**src/rtl/ipv4_rx_header_check_macros.svh**
```systemverilog
// assertion macros shared by the ipv4 receive header check rtl
// no dependencies; included by files that carry concurrent assertions
`ifndef IPV4_RX_HEADER_CHECK_MACROS_SVH
`define IPV4_RX_HEADER_CHECK_MACROS_SVH

// plain property sampled on the rising clock edge, off while in reset
`define IPV4RX_ASSERT(lbl, clk, rstn, prop, msg) \
  lbl: assert property (@(posedge clk) disable iff (!(rstn)) (prop)) else $error(msg);

// same-cycle implication
`define IPV4RX_ASSERT_IMP(lbl, clk, rstn, ante, cons, msg) \
  lbl: assert property (@(posedge clk) disable iff (!(rstn)) (ante) |-> (cons)) \
    else $error(msg);

// next-cycle implication
`define IPV4RX_ASSERT_NXT(lbl, clk, rstn, ante, cons, msg) \
  lbl: assert property (@(posedge clk) disable iff (!(rstn)) (ante) |=> (cons)) \
    else $error(msg);

`endif

```
**src/rtl/ipv4rx_pkg.sv**
```systemverilog
// types and constants for the ipv4 receive header check
// no dependencies
package ipv4rx_pkg;

  localparam int unsigned WordW     = 16;
  localparam int unsigned IdxW      = 5;
  localparam int unsigned IhlW      = 4;
  localparam int unsigned HbW       = 6;
  localparam int unsigned ReasonW   = 3;
  localparam int unsigned AddrW     = 32;
  localparam int unsigned OutDataW  = 32;

  localparam logic [3:0]       IpVersion4 = 4'd4;
  localparam logic [IhlW-1:0]  IhlMin     = 4'd5;
  localparam logic [WordW-1:0] SumGood    = 16'hFFFF;
  localparam logic [AddrW-1:0] AddrBcast  = 32'hFFFF_FFFF;
  localparam logic [IdxW-1:0]  IdxMax     = 5'd31;

  // header word positions
  localparam logic [IdxW-1:0] IdxVerIhl  = 5'd0;
  localparam logic [IdxW-1:0] IdxTotLen  = 5'd1;
  localparam logic [IdxW-1:0] IdxTtl     = 5'd4;
  localparam logic [IdxW-1:0] IdxDstHi   = 5'd8;
  localparam logic [IdxW-1:0] IdxDstLo   = 5'd9;

  typedef enum logic [ReasonW-1:0] {
    REASON_ACCEPT  = 3'd0,
    REASON_VERSION = 3'd1,
    REASON_HDR_LEN = 3'd2,
    REASON_TTL     = 3'd3,
    REASON_CSUM    = 3'd4,
    REASON_DEST    = 3'd5
  } reason_e;

  typedef struct packed {
    logic             valid;
    reason_e          reason;
    logic [HbW-1:0]   header_bytes;
    logic [WordW-1:0] payload_length;
  } verdict_t;

endpackage

```
**src/rtl/ipv4rx_core.sv**
```systemverilog
// per-word header state and verdict logic for the ipv4 receive header check
// depends on ipv4rx_pkg
module ipv4rx_core (
  input  logic                               clk_i,
  input  logic                               rst_ni,
  input  logic                               step_i,
  input  logic [ipv4rx_pkg::WordW-1:0]       word_i,
  input  logic                               last_i,
  input  logic [ipv4rx_pkg::AddrW-1:0]       local_addr_i,
  output ipv4rx_pkg::verdict_t               verdict_o
);

  logic [ipv4rx_pkg::IdxW-1:0]  word_index_q, word_index_d;
  logic [ipv4rx_pkg::WordW-1:0] sum_acc_q, sum_acc_d;
  logic [ipv4rx_pkg::IhlW-1:0]  ihl_q, ihl_d;
  logic [ipv4rx_pkg::WordW-1:0] tot_len_q, tot_len_d;
  logic [ipv4rx_pkg::AddrW-1:0] dest_q, dest_d;
  logic                         done_q, done_d;

  logic [ipv4rx_pkg::WordW:0]   sum_wide;
  logic [ipv4rx_pkg::WordW-1:0] sum_new;
  logic [ipv4rx_pkg::IhlW-1:0]  ihl_new;
  logic [ipv4rx_pkg::WordW-1:0] tot_len_new;
  logic [ipv4rx_pkg::AddrW-1:0] dest_new;
  logic [ipv4rx_pkg::HbW-1:0]   hb;
  logic [ipv4rx_pkg::HbW-1:0]   last_hdr_idx;
  logic                         have_len;
  logic                         ver_fail, ihl_fail, ttl_fail, hdr_end;
  logic                         active;

  assign active   = step_i && !done_q;
  assign sum_wide = {1'b0, sum_acc_q} + {1'b0, word_i};
  // end-around carry
  assign sum_new  = sum_wide[ipv4rx_pkg::WordW-1:0] +
                    {{(ipv4rx_pkg::WordW-1){1'b0}}, sum_wide[ipv4rx_pkg::WordW]};

  assign ihl_new     = (word_index_q == ipv4rx_pkg::IdxVerIhl) ? word_i[11:8] : ihl_q;
  assign tot_len_new = (word_index_q == ipv4rx_pkg::IdxTotLen) ? word_i : tot_len_q;

  always_comb begin
    dest_new = dest_q;
    if (word_index_q == ipv4rx_pkg::IdxDstHi) begin
      dest_new[31:16] = word_i;
    end else if (word_index_q == ipv4rx_pkg::IdxDstLo) begin
      dest_new[15:0] = word_i;
    end
  end

  assign hb           = {ihl_new, 2'b00};
  // 6 bits so that an ihl of zero never matches
  assign last_hdr_idx = {1'b0, ihl_new, 1'b0} - 6'd1;
  assign have_len     = (word_index_q != ipv4rx_pkg::IdxVerIhl);

  assign ver_fail = (word_index_q == ipv4rx_pkg::IdxVerIhl) &&
                    (word_i[15:12] != ipv4rx_pkg::IpVersion4);
  assign ihl_fail = (word_index_q == ipv4rx_pkg::IdxVerIhl) &&
                    (word_i[11:8] < ipv4rx_pkg::IhlMin);
  assign ttl_fail = (word_index_q == ipv4rx_pkg::IdxTtl) && (word_i[15:8] == 8'd0);
  assign hdr_end  = have_len && ({1'b0, word_index_q} == last_hdr_idx);

  always_comb begin
    verdict_o.valid        = 1'b0;
    verdict_o.reason       = ipv4rx_pkg::REASON_ACCEPT;
    verdict_o.header_bytes = hb;
    verdict_o.payload_length = have_len ? (tot_len_new - {10'd0, hb}) : '0;
    priority if (ver_fail) begin
      verdict_o.valid  = active;
      verdict_o.reason = ipv4rx_pkg::REASON_VERSION;
    end else if (ihl_fail) begin
      verdict_o.valid  = active;
      verdict_o.reason = ipv4rx_pkg::REASON_HDR_LEN;
    end else if (ttl_fail) begin
      verdict_o.valid  = active;
      verdict_o.reason = ipv4rx_pkg::REASON_TTL;
    end else if (hdr_end) begin
      verdict_o.valid = active;
      if (sum_new != ipv4rx_pkg::SumGood) begin
        verdict_o.reason = ipv4rx_pkg::REASON_CSUM;
      end else if (dest_new == local_addr_i || dest_new == ipv4rx_pkg::AddrBcast) begin
        verdict_o.reason = ipv4rx_pkg::REASON_ACCEPT;
      end else begin
        verdict_o.reason = ipv4rx_pkg::REASON_DEST;
      end
    end else if (last_i) begin
      // packet ended inside its header
      verdict_o.valid  = active;
      verdict_o.reason = ipv4rx_pkg::REASON_HDR_LEN;
    end else begin
      // word inside the header or payload that decides nothing
      verdict_o.valid  = 1'b0;
    end
  end

  always_comb begin
    word_index_d = word_index_q;
    sum_acc_d    = sum_acc_q;
    ihl_d        = ihl_q;
    tot_len_d    = tot_len_q;
    dest_d       = dest_q;
    done_d       = done_q;
    if (active) begin
      sum_acc_d    = sum_new;
      ihl_d        = ihl_new;
      tot_len_d    = tot_len_new;
      dest_d       = dest_new;
      word_index_d = (word_index_q < ipv4rx_pkg::IdxMax) ? word_index_q + 5'd1
                                                           : ipv4rx_pkg::IdxMax;
      done_d       = verdict_o.valid;
    end
    if (step_i && last_i) begin
      word_index_d = '0;
      sum_acc_d    = '0;
      done_d       = 1'b0;
    end
  end

  always_ff @(posedge clk_i or negedge rst_ni) begin
    if (!rst_ni) begin
      word_index_q <= '0;
      sum_acc_q    <= '0;
      ihl_q        <= '0;
      tot_len_q    <= '0;
      dest_q       <= '0;
      done_q       <= 1'b0;
    end else begin
      word_index_q <= word_index_d;
      sum_acc_q    <= sum_acc_d;
      ihl_q        <= ihl_d;
      tot_len_q    <= tot_len_d;
      dest_q       <= dest_d;
      done_q       <= done_d;
    end
  end

endmodule

```
**src/rtl/ipv4_rx_header_check.sv**
```systemverilog
// ipv4 receive header check, top level: input stage, verdict core, result register
// depends on ipv4rx_pkg, ipv4rx_core and ipv4_rx_header_check_macros.svh
//
//  channel   dir  handshake                   payload
//  s_axis    in   s_axis_tvalid/tready        tdata: pkt_word; tlast: last_word
//  m_axis    out  m_axis_tvalid/tready        tdata: reason, header_bytes, payload_length
//  cfg       in   cfg_we_i                    cfg_wdata_i: local_addr
//
// one packet word per cycle sustained unless the result is stalled; a word passes
// the input register, then the verdict core into the result register
// at most one verdict per packet, on the word that decides it
// a stalled result holds the core and a full input stage; an empty input stage still takes one more word
// reset clears the per-packet state and local_addr to zero
`include "ipv4_rx_header_check_macros.svh"

module ipv4_rx_header_check (
  input  logic        clk_i,
  input  logic        rst_ni,
  input  logic        s_axis_tvalid,
  output logic        s_axis_tready,
  input  logic [15:0] s_axis_tdata,   // [15:0] pkt_word
  input  logic        s_axis_tlast,   // last_word
  output logic        m_axis_tvalid,
  input  logic        m_axis_tready,
  output logic [31:0] m_axis_tdata,   // [2:0] reason, [8:3] header_bytes,
                                      // [24:9] payload_length, [31:25] zero
  input  logic        cfg_we_i,
  input  logic [31:0] cfg_wdata_i
);

  logic [ipv4rx_pkg::AddrW-1:0] local_addr_q;
  logic                         in_vld_q;
  logic [ipv4rx_pkg::WordW-1:0] in_word_q;
  logic                         in_last_q;
  logic                         in_adv;
  logic                         out_vld_q;
  ipv4rx_pkg::verdict_t         verdict;
  ipv4rx_pkg::reason_e          out_reason_q;
  logic [ipv4rx_pkg::HbW-1:0]   out_hb_q;
  logic [ipv4rx_pkg::WordW-1:0] out_plen_q;
  logic                         out_free;

  assign out_free      = !out_vld_q || m_axis_tready;
  assign in_adv        = in_vld_q && out_free;
  assign s_axis_tready = !in_vld_q || out_free;

  always_ff @(posedge clk_i or negedge rst_ni) begin
    if (!rst_ni) begin
      local_addr_q <= '0;
    end else if (cfg_we_i) begin
      local_addr_q <= cfg_wdata_i;
    end
  end

  always_ff @(posedge clk_i or negedge rst_ni) begin
    if (!rst_ni) begin
      in_vld_q <= 1'b0;
    end else if (s_axis_tready) begin
      in_vld_q <= s_axis_tvalid;
    end
  end

  always_ff @(posedge clk_i) begin
    if (s_axis_tvalid && s_axis_tready) begin
      in_word_q <= s_axis_tdata;
      in_last_q <= s_axis_tlast;
    end
  end

  ipv4rx_core u_core (
    .clk_i        (clk_i),
    .rst_ni       (rst_ni),
    .step_i       (in_adv),
    .word_i       (in_word_q),
    .last_i       (in_last_q),
    .local_addr_i (local_addr_q),
    .verdict_o    (verdict)
  );

  always_ff @(posedge clk_i or negedge rst_ni) begin
    if (!rst_ni) begin
      out_vld_q <= 1'b0;
    end else if (out_free) begin
      out_vld_q <= verdict.valid;
    end
  end

  always_ff @(posedge clk_i) begin
    if (out_free && verdict.valid) begin
      out_reason_q <= verdict.reason;
      out_hb_q     <= verdict.header_bytes;
      out_plen_q   <= verdict.payload_length;
    end
  end

  assign m_axis_tvalid = out_vld_q;
  assign m_axis_tdata  = {7'd0, out_plen_q, out_hb_q, out_reason_q};

  // a word waiting on a stalled result must not be dropped
  `IPV4RX_ASSERT_NXT(a_in_hold, clk_i, rst_ni, in_vld_q && !out_free, in_vld_q, "input word lost while stalled")
  // a verdict is only produced by a word that moves through the core
  `IPV4RX_ASSERT_IMP(a_verdict_step, clk_i, rst_ni, verdict.valid, in_adv, "verdict without core step")
  // an accepted packet always had a legal header length
  `IPV4RX_ASSERT_IMP(a_accept_hb, clk_i, rst_ni, out_vld_q && out_reason_q == ipv4rx_pkg::REASON_ACCEPT, out_hb_q >= 6'd20, "accept with short header")
  // a version failure is judged before total length is known
  `IPV4RX_ASSERT_IMP(a_early_plen, clk_i, rst_ni, out_vld_q && out_reason_q == ipv4rx_pkg::REASON_VERSION, out_plen_q == 16'd0, "version failure with payload length")

endmodule

```
**config.mk**
```make
export PLATFORM = sky130hd
export DESIGN_NAME = ipv4_rx_header_check
export DESIGN_NICKNAME = d
export VERILOG_FILES = /design/src/rtl/ipv4rx_pkg.sv /design/src/rtl/ipv4rx_core.sv /design/src/rtl/ipv4_rx_header_check.sv
export VERILOG_INCLUDE_DIRS = /design/src /design/src/rtl
export SDC_FILE = /design/constraint.sdc
export NUM_CORES = 1
export LEC_CHECK = 0
export ABC_AREA = 1
export CORE_MARGIN = 3
export CORE_UTILIZATION = 30
export DETAILED_ROUTE_END_ITERATION = 8
export DONT_BUFFER_PORTS = 1
export SETUP_SLACK_MARGIN = 0.02
export SYNTH_ARGS = -nofsm -noshare
export SYNTH_HDL_FRONTEND = slang
export SYNTH_SLANG_ARGS = --single-unit
```
**constraint.sdc**
```tcl
create_clock -name clk_i -period 4.6 [get_ports clk_i]
set_input_delay 0.46 -clock clk_i [delete_from_list [all_inputs] [get_ports clk_i]]
set_output_delay 0.46 -clock clk_i [all_outputs]
set_load 0.05 [all_outputs]
```
==> results.sh, run 1 <==
export IMPL_status="complete, but fails checks"
export IMPL_failed_checks="hold timing"
export IMPL_hp_class="in -> async"
export IMPL_htreeDepth=4
export IMPL_via_count=7940
export IMPL_fp_dieH_um=180
export IMPL_vias_per_cell=4.82
export IMPL_slowest_delay_ns=0.41
export IMPL_die_x_um=180
export IMPL_nets=1328
export IMPL_r2r_slack_ns=0.70
export IMPL_dr_pass1_iters=5
export IMPL_cts_sinks=148
export IMPL_grt_pass1_wl_um=40500
export IMPL_p_leak_nw=4.91
export IMPL_postLayoutCoreUtil_pct=34.1
export IMPL_grt_pass1_vias=7408
export IMPL_irDropWorstVdd_mv=0.283
export IMPL_port_buffers=0
export IMPL_wl_per_cell_um=15.4
export IMPL_dp_hpwl_um=19200
export IMPL_setup_viol=0
export IMPL_clk_pin_slew_ns=0.06
export IMPL_fmax_mhz=257
export IMPL_synth_cell_type_count=46
export IMPL_grt_antenna_before_repair=2
export IMPL_grt_overflow=0
export IMPL_worst_slew_pin_slew_ns=0.848
export IMPL_synth_flop_cell="dfrtp_1"
export IMPL_worstPathMaxFanout=24
export IMPL_synth_top_area_share_pct=29.9
export IMPL_period_minus_slack_ns=3.90
export IMPL_cp_slowest_cell="dfrtp_1"
export IMPL_drc=0
export IMPL_max_slew_margin_pct=43.4
export IMPL_finClkSkew_ns=0.00739
export IMPL_fp_row_count=62
export IMPL_worstPathCellList="inv_1, ha_1, inv_2, nor2_4, nand2_4, inv_2, or2_2, o21ai_0, ha_1, o21ai_0, a211o_1, nor3_1, nand3_2, nand2_2, nand2_2, inv_2"
export IMPL_hold_ws_ns=-0.0415
export IMPL_core_um2=29200
export IMPL_totalWireLength_um=25400
export IMPL_setup_tns_ns=0
export IMPL_cts_buffers=17
export IMPL_finalCritPeriodShare_pct=84.7
export IMPL_worstSkewPairLatency_ns=0.43
export IMPL_die_area_um2=32200
export IMPL_crit_arrival_ns=3.97
export IMPL_syn_cell_area_um2=9040
export IMPL_r2r_start="u_core.word_index_q[0]"
export IMPL_cts_root_buffer="clkbuf_16"
export IMPL_drtIter0Drc=697
export IMPL_worstReg2RegEnd="out_plen_q[1]"
export IMPL_hold_viol_final=21
export IMPL_start_util_pct=31.0
export IMPL_worstSetupPathType="reg -> reg"
export IMPL_syn_inst=1251
export IMPL_critPathRequiredTime_ns=4.67
export IMPL_start_kind="register"
export IMPL_gp_congestion=0.909
export IMPL_io_pins=88
export IMPL_post_cts_setup_buffer_count=0
export IMPL_synth_edff_count=40
export IMPL_async_flop_share_pct=73.0
export IMPL_track_usage_pct=15.7
export IMPL_slew_viol_final=0
export IMPL_final_antenna_net_count=0
export IMPL_rsz0062_at_grt="no"
export IMPL_avgSynthCellArea_um2=7.22
export IMPL_yosys_area_top_type="dfrtp_1"
export IMPL_cts_hold_buffers=1
export IMPL_ctsResizeCount=0
export IMPL_p_per_area_nw_per_um2=663
export IMPL_ys_seq_elements=148
export IMPL_syn_to_final_growth_pct=10.1
export IMPL_final_layout_size_suffix_gt1_share_pct=6.59
export IMPL_yosysSeqAreaShare_pct=43.2
export IMPL_cts_tree="yes"
export IMPL_crit_top_cell="inv_2"
export IMPL_yosys_top_cells_area="dfrtp_1, nand2_1, edfxtp_1"
export IMPL_max_cap_violations=0
export IMPL_yosys_warnings=0
export IMPL_grt_max_degree=109
export IMPL_reg2regPathDepth=16
export IMPL_clockBufferDepth=2
export IMPL_end_kind="register"
cell usage after synthesis, types with 2 or more instances:
| library cell | count |
|---|---|
| nand2_1 | 412 |
| inv_1 | 183 |
| o21ai_0 | 111 |
| dfrtp_1 | 108 |
| nor2_1 | 86 |
| nand3_1 | 77 |
| edfxtp_1 | 40 |
| a21oi_1 | 29 |
| ha_1 | 26 |
| clkbuf_1 | 22 |
| nand4_1 | 19 |
| o21ai_1 | 19 |
| o22ai_1 | 18 |
| nor2_2 | 11 |
| buf_4 | 10 |
| buf_2 | 8 |
| nand2_2 | 8 |
| xor2_1 | 8 |
| inv_2 | 7 |
| nor3_1 | 7 |
| nor2_4 | 5 |
| o211ai_1 | 5 |
| nand3_2 | 3 |
| and2_1 | 2 |
| buf_6 | 2 |
| fa_1 | 2 |
| o21a_1 | 2 |
| or2_1 | 2 |
| or2_2 | 2 |
placed cells by master (no fill, tap or decap), types with 3 or more instances in the layout:
cell type / Yosys / final
conb_1: 1 / 9
diode_2: 0 / 3
clkbuf_16: 0 / 17
ha_1: 26 / 26
o21ai_1: 19 / 19
xor2_1: 8 / 8
nor2_4: 5 / 5
nor2_2: 11 / 11
clkinvlp_4: 0 / 3
dfrtp_1: 108 / 108
nor2_1: 86 / 86
a21oi_1: 29 / 29
o211ai_1: 5 / 5
nand3_2: 3 / 3
nand2_1: 412 / 412
o22ai_1: 18 / 18
inv_1: 183 / 182
nand3_1: 77 / 77
nor3_1: 7 / 7
clkinv_1: 0 / 3
inv_2: 7 / 8
o21ai_0: 111 / 111
clkinv_2: 0 / 4
buf_4: 10 / 10
nand4_1: 19 / 19
edfxtp_1: 40 / 40
nand2_2: 8 / 8
sequential cells by signal (all words and copies together), names as in the netlist:
name                 count
in_last_q                1
in_vld_q                 1
in_word_q               16
local_addr_q            32
m_axis_tvalid            1
out_hb_q                 4
out_plen_q              16
out_reason_q             3
u_core.dest_q           32
u_core.done_q            1
u_core.ihl_q             4
u_core.sum_acc_q        16
u_core.tot_len_q        16
u_core.word_index_q      5
how the worst max path moves through the flow:
stage                                 from               to  slack [ns]  depth (start not counted)
detailed placement  u_core.word_index_q[1]    out_plen_q[0]        0.69                         16
finish              u_core.word_index_q[0]    out_plen_q[1]        0.70                         16
floorplan                     in_word_q[0]  out_reason_q[2]        1.30                         27
global route                  in_word_q[3]  out_reason_q[2]        0.32                         26
global placement    u_core.word_index_q[1]    out_plen_q[0]        0.72                         16
CTS                 u_core.word_index_q[0]   out_plen_q[10]        0.67                         16
worst max-delay path, delay by kind of cell (launching register included):
| family | cells | cell delay [ns] |
|---|---|---|
| AND/OR/NAND/NOR | 7 | 1.05 |
| buffers and inverters | 4 | 0.86 |
| adder cells (fa/ha/maj) | 2 | 0.62 |
| AO/OA/AOI/OAI | 3 | 0.58 |
| flip-flops | 1 | 0.41 |
kinds of logic (layout without fill, tap and decap cells):
group	count (synthesis)	after routing	share of synthesized area, %
XOR/XNOR	9	9	0.955
flip-flops	148	148	43.2
AO/OA/AOI/OAI	192	192	11.3
buffers and inverters	233	233	10.4
other	1	12	0.0415
multiplexers	2	2	0.235
AND/OR/NAND/NOR	638	638	29.8
adder cells (fa/ha/maj)	28	28	4.04
where the power goes:
part | switching [mW] | internal (mW) | leakage, nW
Combinational | 2.13 | 0.940 | 2.87
Sequential | 0.486 | 1.77 | 1.79
Clock | 0.584 | 0.683 | 0.249
area by class of cell:
cell class / count / area (um2)
antenna: 3 / 7.51
clock buffer: 18 / 429
clock inverter: 14 / 88.8
fill: 3133 / 19200
inverter: 190 / 713
multi-input combinational: 878 / 4230
sequential: 148 / 3900
tap: 384 / 480
timing repair buffer: 11 / 103
per-layer routing:
metal  GRT usage [%]  up-vias  wire length [um]
met1            21.0     3729             11400
met2            25.5      213             11900
met5               0        -                13
li1                -     3966                 -
met4            5.60        2               669
met3            2.93       30              1390
through the flow:
step	worst slack (ns)	area (um2)	instances	hold slack (ns)	power, mW
final	0.702	9950	1646	-0.0415	6.59
after CTS	0.670	9940	1643	0.00788	6.63
after detailed placement	0.689	9400	1610	0.170	5.32
after floorplan	1.30	9070	1259	0.164	4.57
after global placement	0.722	9400	1610	0.170	5.30
after global routing	0.323	9950	1644	0.0129	7.16
(Power assumes the default switching activity.)
==> inputs of run 2 (changes only) <==
- clock period: 4.6 -> 4.01 ns (I/O delays scaled with it)
==> run 2 against run 1 <==
The run now ends clean. Worst setup slack got worse by 0.36 ns. First-iteration DRC count shrank 19%. Clock skew rose by 0.0076 ns.
==> results.sh, run 2 (same netlist as run 1, synthesis figures left out) <==
export IMPL_power_internal_mw=4.12
export IMPL_vias_per_cell=4.80
export IMPL_slew_viol_final=0
export IMPL_fill_cells=3096
export IMPL_clockBufferDepth=2
export IMPL_cp_slowest_cell="edfxtp_1"
export IMPL_largestRegisters="local_addr_q (32), u_core.dest_q (32)"
export IMPL_track_usage_pct=15.9
export IMPL_worstSkewPairLatency_ns=0.44
export IMPL_drtIter0Drc=568
export IMPL_htreeDepth=4
export IMPL_syn_to_final_growth_pct=13.1
export IMPL_end_kind="register"
export IMPL_p_seq_share_pct=32.8
export IMPL_p_total_mw=7.91
export IMPL_grt_pass1_wl_um=41000
export IMPL_hold_viol_final=0
export IMPL_worst_slew_pin_slew_ns=0.775
export IMPL_gp_congestion=0.902
export IMPL_comb_power_share_pct=46.2
export IMPL_via_count=7958
export IMPL_mostFrequentLayoutCells="nand2_1, inv_1, o21ai_0"
export IMPL_cts_buffers=17
export IMPL_dr_pass1_iters=5
export IMPL_worstReg2RegEnd="out_reason_q[2]"
export IMPL_clk_pin_slew_ns=0.07
export IMPL_core_um2=29200
export IMPL_crit_start="in_word_q[0]"
export IMPL_endpoint="out_reason_q[2]"
export IMPL_io_pins=88
export IMPL_p_leak_nw=4.99
export IMPL_grt_overflow=0
export IMPL_final_antenna_net_count=0
export IMPL_p_per_area_nw_per_um2=773
export IMPL_p_sw_share_pct=47.9
export IMPL_crit_top_cell="nand2_1"
export IMPL_nets=1341
export IMPL_dp_hpwl_um=19300
export IMPL_setup_viol=0
export IMPL_pwr_share_clk_pct=20.9
export IMPL_worstSetupPathType="reg -> reg"
export IMPL_hp_class="in -> reg"
export IMPL_grt_pass1_vias=7602
export IMPL_reg2regPathDepth=27
export IMPL_final_layout_size_suffix_gt1_share_pct=9.12
export IMPL_start_kind="register"
export IMPL_irDropWorstVdd_mv=0.313
export IMPL_max_slew_margin_pct=48.3
export IMPL_period_minus_slack_ns=3.67
export IMPL_slowest_delay_ns=0.36
export IMPL_crit_arrival_ns=3.87
export IMPL_status="finished clean"
export IMPL_wl_per_cell_um=15.6
export IMPL_critPathRequiredTime_ns=4.21
export IMPL_fp_dieH_um=180
export IMPL_cts_root_buffer="clkbuf_16"
export IMPL_totalWireLength_um=25800
export IMPL_fp_row_count=62
export IMPL_die_x_um=180
export IMPL_max_cap_violations=0
export IMPL_final_common_cell="nand2_1"
export IMPL_port_buffers=0
export IMPL_fmax_mhz=273
export IMPL_switching_power_mw=3.78
export IMPL_start_util_pct=31.0
export IMPL_setup_tns_ns=0
export IMPL_finalCritPeriodShare_pct=91.4
export IMPL_grt_max_degree=109
export IMPL_worstPathMaxFanout=4
export IMPL_rsz0062_at_grt="no"
export IMPL_r2r_slack_ns=0.34
export IMPL_grt_antenna_before_repair=3
export IMPL_cts_sinks=148
export IMPL_cts_tree="yes"
export IMPL_die_area_um2=32200
export IMPL_finClkSkew_ns=0.0150
export IMPL_r2r_start="in_word_q[0]"
export IMPL_drc=0
[run 2: changes by cell type in the layout (fill, tap and decap cells not counted), sizes merged]
cell         previous run  this run
clkbuf                 18        17
clkinvlp                3         2
clkinv                  9         4
diode                   3         1
dlygate4sd3             0         1
bufinv                  0         2
buf                    11        23
inv                   192       197
[run 2: layout make-up]
| cell class | count | area [um2] | share of cell area (%) |
|---|---|---|---|
| Tap cell | 384 | 480 | 4.70 |
| Timing Repair Buffer | 24 | 203 | 1.98 |
| Clock inverter | 15 | 168 | 1.64 |
| Multi-Input combinational cell | 878 | 4320 | 42.3 |
| Sequential cell | 148 | 3900 | 38.2 |
| Inverter | 190 | 718 | 7.02 |
| Clock buffer | 17 | 425 | 4.16 |
| Antenna cell | 1 | 2.50 | 0.0245 |
[run 2: what timing repair did]
| action | 4_1_cts | 5_1_grt |
|---|---|---|
| hold buffers | 2 | 0 |
| hold endpoints to repair | 108 | 0 |
| resized for setup | 0 | 26 |
| endpoints found under the setup margin | 0 | 3 |
| setup buffers | 0 | 4 |
[run 2: worst max-delay path: cells and delay by family (launching register included)]
kind | cells | cell delay [ns]
AOI/OAI and AO/OA | 2 | 0.27
buffers and inverters | 4 | 0.23
DFF | 1 | 0.36
and+or+nand+nor | 17 | 1.63
adders and majority gates | 4 | 0.90
[run 2: worst min-delay path by stage]
stage                            end  slack, ns       startpoint  depth (start not counted)
floorplan                   in_vld_q       0.11           rst_ni                          0
global placement    u_core.dest_q[1]       0.11           rst_ni                          0
detailed placement   local_addr_q[0]       0.11           rst_ni                          0
CTS                     in_word_q[0]       0.04  s_axis_tdata[0]                          0
global route            in_word_q[0]       0.04  s_axis_tdata[0]                          0
finish                  in_word_q[0]       0.05  s_axis_tdata[0]                          0
[run 2: per-stage QoR]
step	utilization, %	hold WS (ns)	setup WS [ns]	instance area [um2]	instances
floorplan	-	0.105	0.710	9070	1259
global placement	32.4	0.109	0.347	9460	1618
detailed placement	32.4	0.112	0.224	9460	1618
CTS	34.6	0.0362	0.209	10100	1652
global route	35.0	0.0385	0.0335	10200	1656
finish	35.1	0.0512	0.343	10200	1657
[run 2: power groups by stage]
stage	clock network, mW	logic [mW]	registers, mW
final	1.65	3.66	2.60
after global routing	1.75	4.16	2.64
after CTS	1.69	3.55	2.59
after detailed placement	0	3.51	2.61
after global placement	0	3.45	2.61
after floorplan	0	2.71	2.53
[run 2: routing by layer]
| metal | share of wire, % | vias up | track usage (%) | wire [um] |
|---|---|---|---|---|
| met5 | 0.13 | - | 0 | 34 |
| met4 | 1.8 | 6 | 5.14 | 461 |
| met3 | 5.6 | 32 | 3.62 | 1440 |
| met2 | 47 | 202 | 26.5 | 12200 |
| met1 | 45 | 3709 | 20.7 | 11700 |
| li1 | - | 4009 | - | - |
==> inputs of run 3 (changes only) <==
- ABC_AREA: 1 -> default
==> run 3 against run 2 <==
Power shrank 10%. Synthesized area down 3.1%. Clock-buffer cell count unchanged. Sequential share of layout area is essentially flat. Critical endpoint unchanged. Non-clock buffer count grew 35. Critical path type unchanged. Sequential cell count unchanged. Wire length shrank 10%. Critical path depth decreased by 5. Final cell count decreased by 25%. Worst setup slack got worse by 0.28 ns.
==> results.sh, run 3 <==
export IMPL_status="finished clean"
export IMPL_setup_tns_ns=0
export IMPL_vias_per_cell=5.17
export IMPL_hold_viol_final=0
export IMPL_worstSetupPathType="reg -> reg"
export IMPL_die_x_um=177
export IMPL_final_common_cell="dfrtp_1"
export IMPL_max_cap_violations=0
export IMPL_pre_cts_slack_ns=-0.00983
export IMPL_regArea_um2=3900
export IMPL_start_kind="register"
export IMPL_ys_seq_elements=148
export IMPL_end_kind="register"
export IMPL_fmax_mhz=253
export IMPL_yosys_top_cells_area="dfrtp_1, edfxtp_1, mux2_2"
export IMPL_synth_edff_count=40
export IMPL_gp_congestion=0.937
export IMPL_dr_pass1_iters=5
export IMPL_irDropWorstVdd_mv=0.316
export IMPL_avgSynthCellArea_um2=10.8
export IMPL_worst_slew_pin_slew_ns=0.981
export IMPL_fill_cells=2841
export IMPL_yosys_area_top_type="dfrtp_1"
export IMPL_final_antenna_net_count=0
export IMPL_max_slew_margin_pct=34.6
export IMPL_slew_viol_final=0
export IMPL_synth_flop_cell="dfrtp_1"
export IMPL_hold_ws_ns=0.0578
export IMPL_fin_cells=1240
export IMPL_grt_overflow=0
export IMPL_fp_row_count=61
export IMPL_yosysSeqAreaShare_pct=44.6
export IMPL_p_per_area_nw_per_um2=695
export IMPL_io_pins=88
export IMPL_setup_viol=0
export IMPL_critPathRequiredTime_ns=4.20
export IMPL_worstPathMaxFanout=5
export IMPL_post_synth_top_count_cell="dfrtp_1"
export IMPL_via_count=6415
export IMPL_wl_per_cell_um=18.7
export IMPL_rsz0062_at_grt="yes"
export IMPL_clk_pin_slew_ns=0.08
export IMPL_grt_antenna_before_repair=4
export IMPL_die_area_um2=31300
export IMPL_start_util_pct=31.0
export IMPL_dp_hpwl_um=16800
export IMPL_hp_class="in -> reg"
export IMPL_period_minus_slack_ns=3.95
export IMPL_p_leak_nw=4.22
export IMPL_synth_top_area_share_pct=30.9
export IMPL_synth_cell_type_count=89
export IMPL_dp_cells=1198
export IMPL_syn_to_final_growth_pct=16.8
export IMPL_fp_dieH_um=177
export IMPL_track_usage_pct=15.0
export IMPL_grt_pass1_wl_um=36200
export IMPL_syn_cell_area_um2=8760
export IMPL_syn_inst=812
export IMPL_totalWireLength_um=23200
export IMPL_worstSkewPairLatency_ns=0.44
export IMPL_grt_pass1_vias=6346
export IMPL_clockBufferDepth=2
export IMPL_multi_input_area_um2=4640
export IMPL_finalCritPeriodShare_pct=98.5
export IMPL_synth_commonest_cells="dfrtp_1, mux2_2, nand2_1"
export IMPL_yosys_warnings=0
export IMPL_drc=0
export IMPL_largestRegisters="local_addr_q (32), u_core.dest_q (32)"
export IMPL_grt_max_degree=109
export IMPL_mostFrequentLayoutCells="dfrtp_1, nand2_1, mux2_2"
export IMPL_async_flop_share_pct=73.0
export IMPL_cts_buffers=17
export IMPL_fin_ws_ns=0.0609
export IMPL_port_buffers=0
export IMPL_drtIter0Drc=541
export IMPL_final_layout_size_suffix_gt1_share_pct=24.0
export IMPL_core_um2=28200
export IMPL_cts_sinks=148
export IMPL_cts_tree="yes"
export IMPL_nets=930
export IMPL_htreeDepth=4
export IMPL_finClkSkew_ns=0.0191
export IMPL_crit_arrival_ns=4.14
export IMPL_cts_root_buffer="clkbuf_16"
[run 3: changes by cell type in the layout (fill, tap and decap cells not counted), sizes merged, moves of 38 or more]
cell	previous run	this run
inv	197	37
nor2	102	47
mux2i	1	40
xnor2	0	38
mux2	1	66
nand2	421	65
nand3	80	14
o21ai	131	51
[run 3: layout make-up]
class | instances | share of cell area [%]
antenna | 1 | 0.0245
sequential | 148 | 38.2
clock inverter | 15 | 1.84
inverter | 30 | 1.10
multi-input combinational | 592 | 45.4
timing repair buffer | 59 | 4.71
clock buffer | 17 | 4.16
tap | 378 | 4.63
[run 3: worst max-delay path, stage by stage, from the launching register on]
cell	delay [ns]
dfrtp_1	0.36
ha_2	0.19
inv_2	0.04
fa_2	0.36
nor2b_4	0.14
o21a_4	0.14
o31a_1	0.12
a21oi_2	0.04
o21bai_1	0.12
a21oi_1	0.09
nor2b_1	0.11
o21ai_1	0.06
nand2b_1	0.07
ha_2	0.19
ha_4	0.15
nand2_1	0.06
nor2_1	0.12
mux2_4	0.20
nand3_4	0.10
nor4_4	0.40
nand3_2	0.10
o211a_1	0.24
o31a_1	0.29
[run 3: cell families (layout without fill, tap and decap cells)]
logic type	Yosys count	count (layout)	share of synthesized area [%]
adders and majority gates	28	28	4.17
xor gates and xnor gates	73	73	8.03
AOI/OAI and AO/OA	138	138	11.1
DFF	148	148	44.6
and+or+nand+nor	238	238	14.6
buffers and inverters	80	121	4.32
other	1	10	0.0428
muxes	106	106	13.1
[run 3: routing by layer]
layer,vias up,wire (um),GRT usage (%)
li1,2987,-,-
met1,3162,10400,20.3
met2,220,10600,23.4
met3,38,1740,4.18
met4,8,305,4.19
met5,-,92,1.60
[run 3: final timing paths]
| path | startpoint | slack [ns] | end | cells after the start |
|---|---|---|---|---|
| hold / removal | cfg_we_i | 0.06 | local_addr_q[15] | 1 |
| setup / recovery | u_core.sum_acc_q[0] | 0.06 | out_reason_q[2] | 22 |
| setup reg to reg | u_core.sum_acc_q[0] | 0.06 | out_reason_q[2] | 22 |
| max in group asynchronous | rst_ni | 2.93 | u_core.tot_len_q[11] | 2 |
| hold reg to reg | u_core.tot_len_q[1] | 0.49 | u_core.tot_len_q[1] | 2 |
| min in group asynchronous | rst_ni | 0.51 | u_core.sum_acc_q[8] | 2 |
[run 3: metrics by stage]
stage	util, %	area (um2)	power, mW
2_1_floorplan	-	8850	4.58
3_3_place_gp	33.5	9470	5.29
3_5_place_dp	33.5	9470	5.34
4_1_cts	35.9	10100	7.07
5_1_grt	36.2	10200	7.53
6_report	36.2	10200	7.11
[run 3: power breakdown]
| group | switching [mW] | internal, mW |
|---|---|---|
| Clock | 0.738 | 0.946 |
| Combinational | 1.69 | 1.25 |
| Sequential | 0.546 | 1.94 |
| Total | 2.97 | 4.14 |
[run 3: what timing repair did]
action / in CTS / in global routing
setup endpoints to repair: 1 / 5
setup buffers: 2 / 5
hold endpoints to repair: 108 / 0
pin swaps: 4 / 7
hold buffers: 2 / 0
resized for setup: 4 / 10
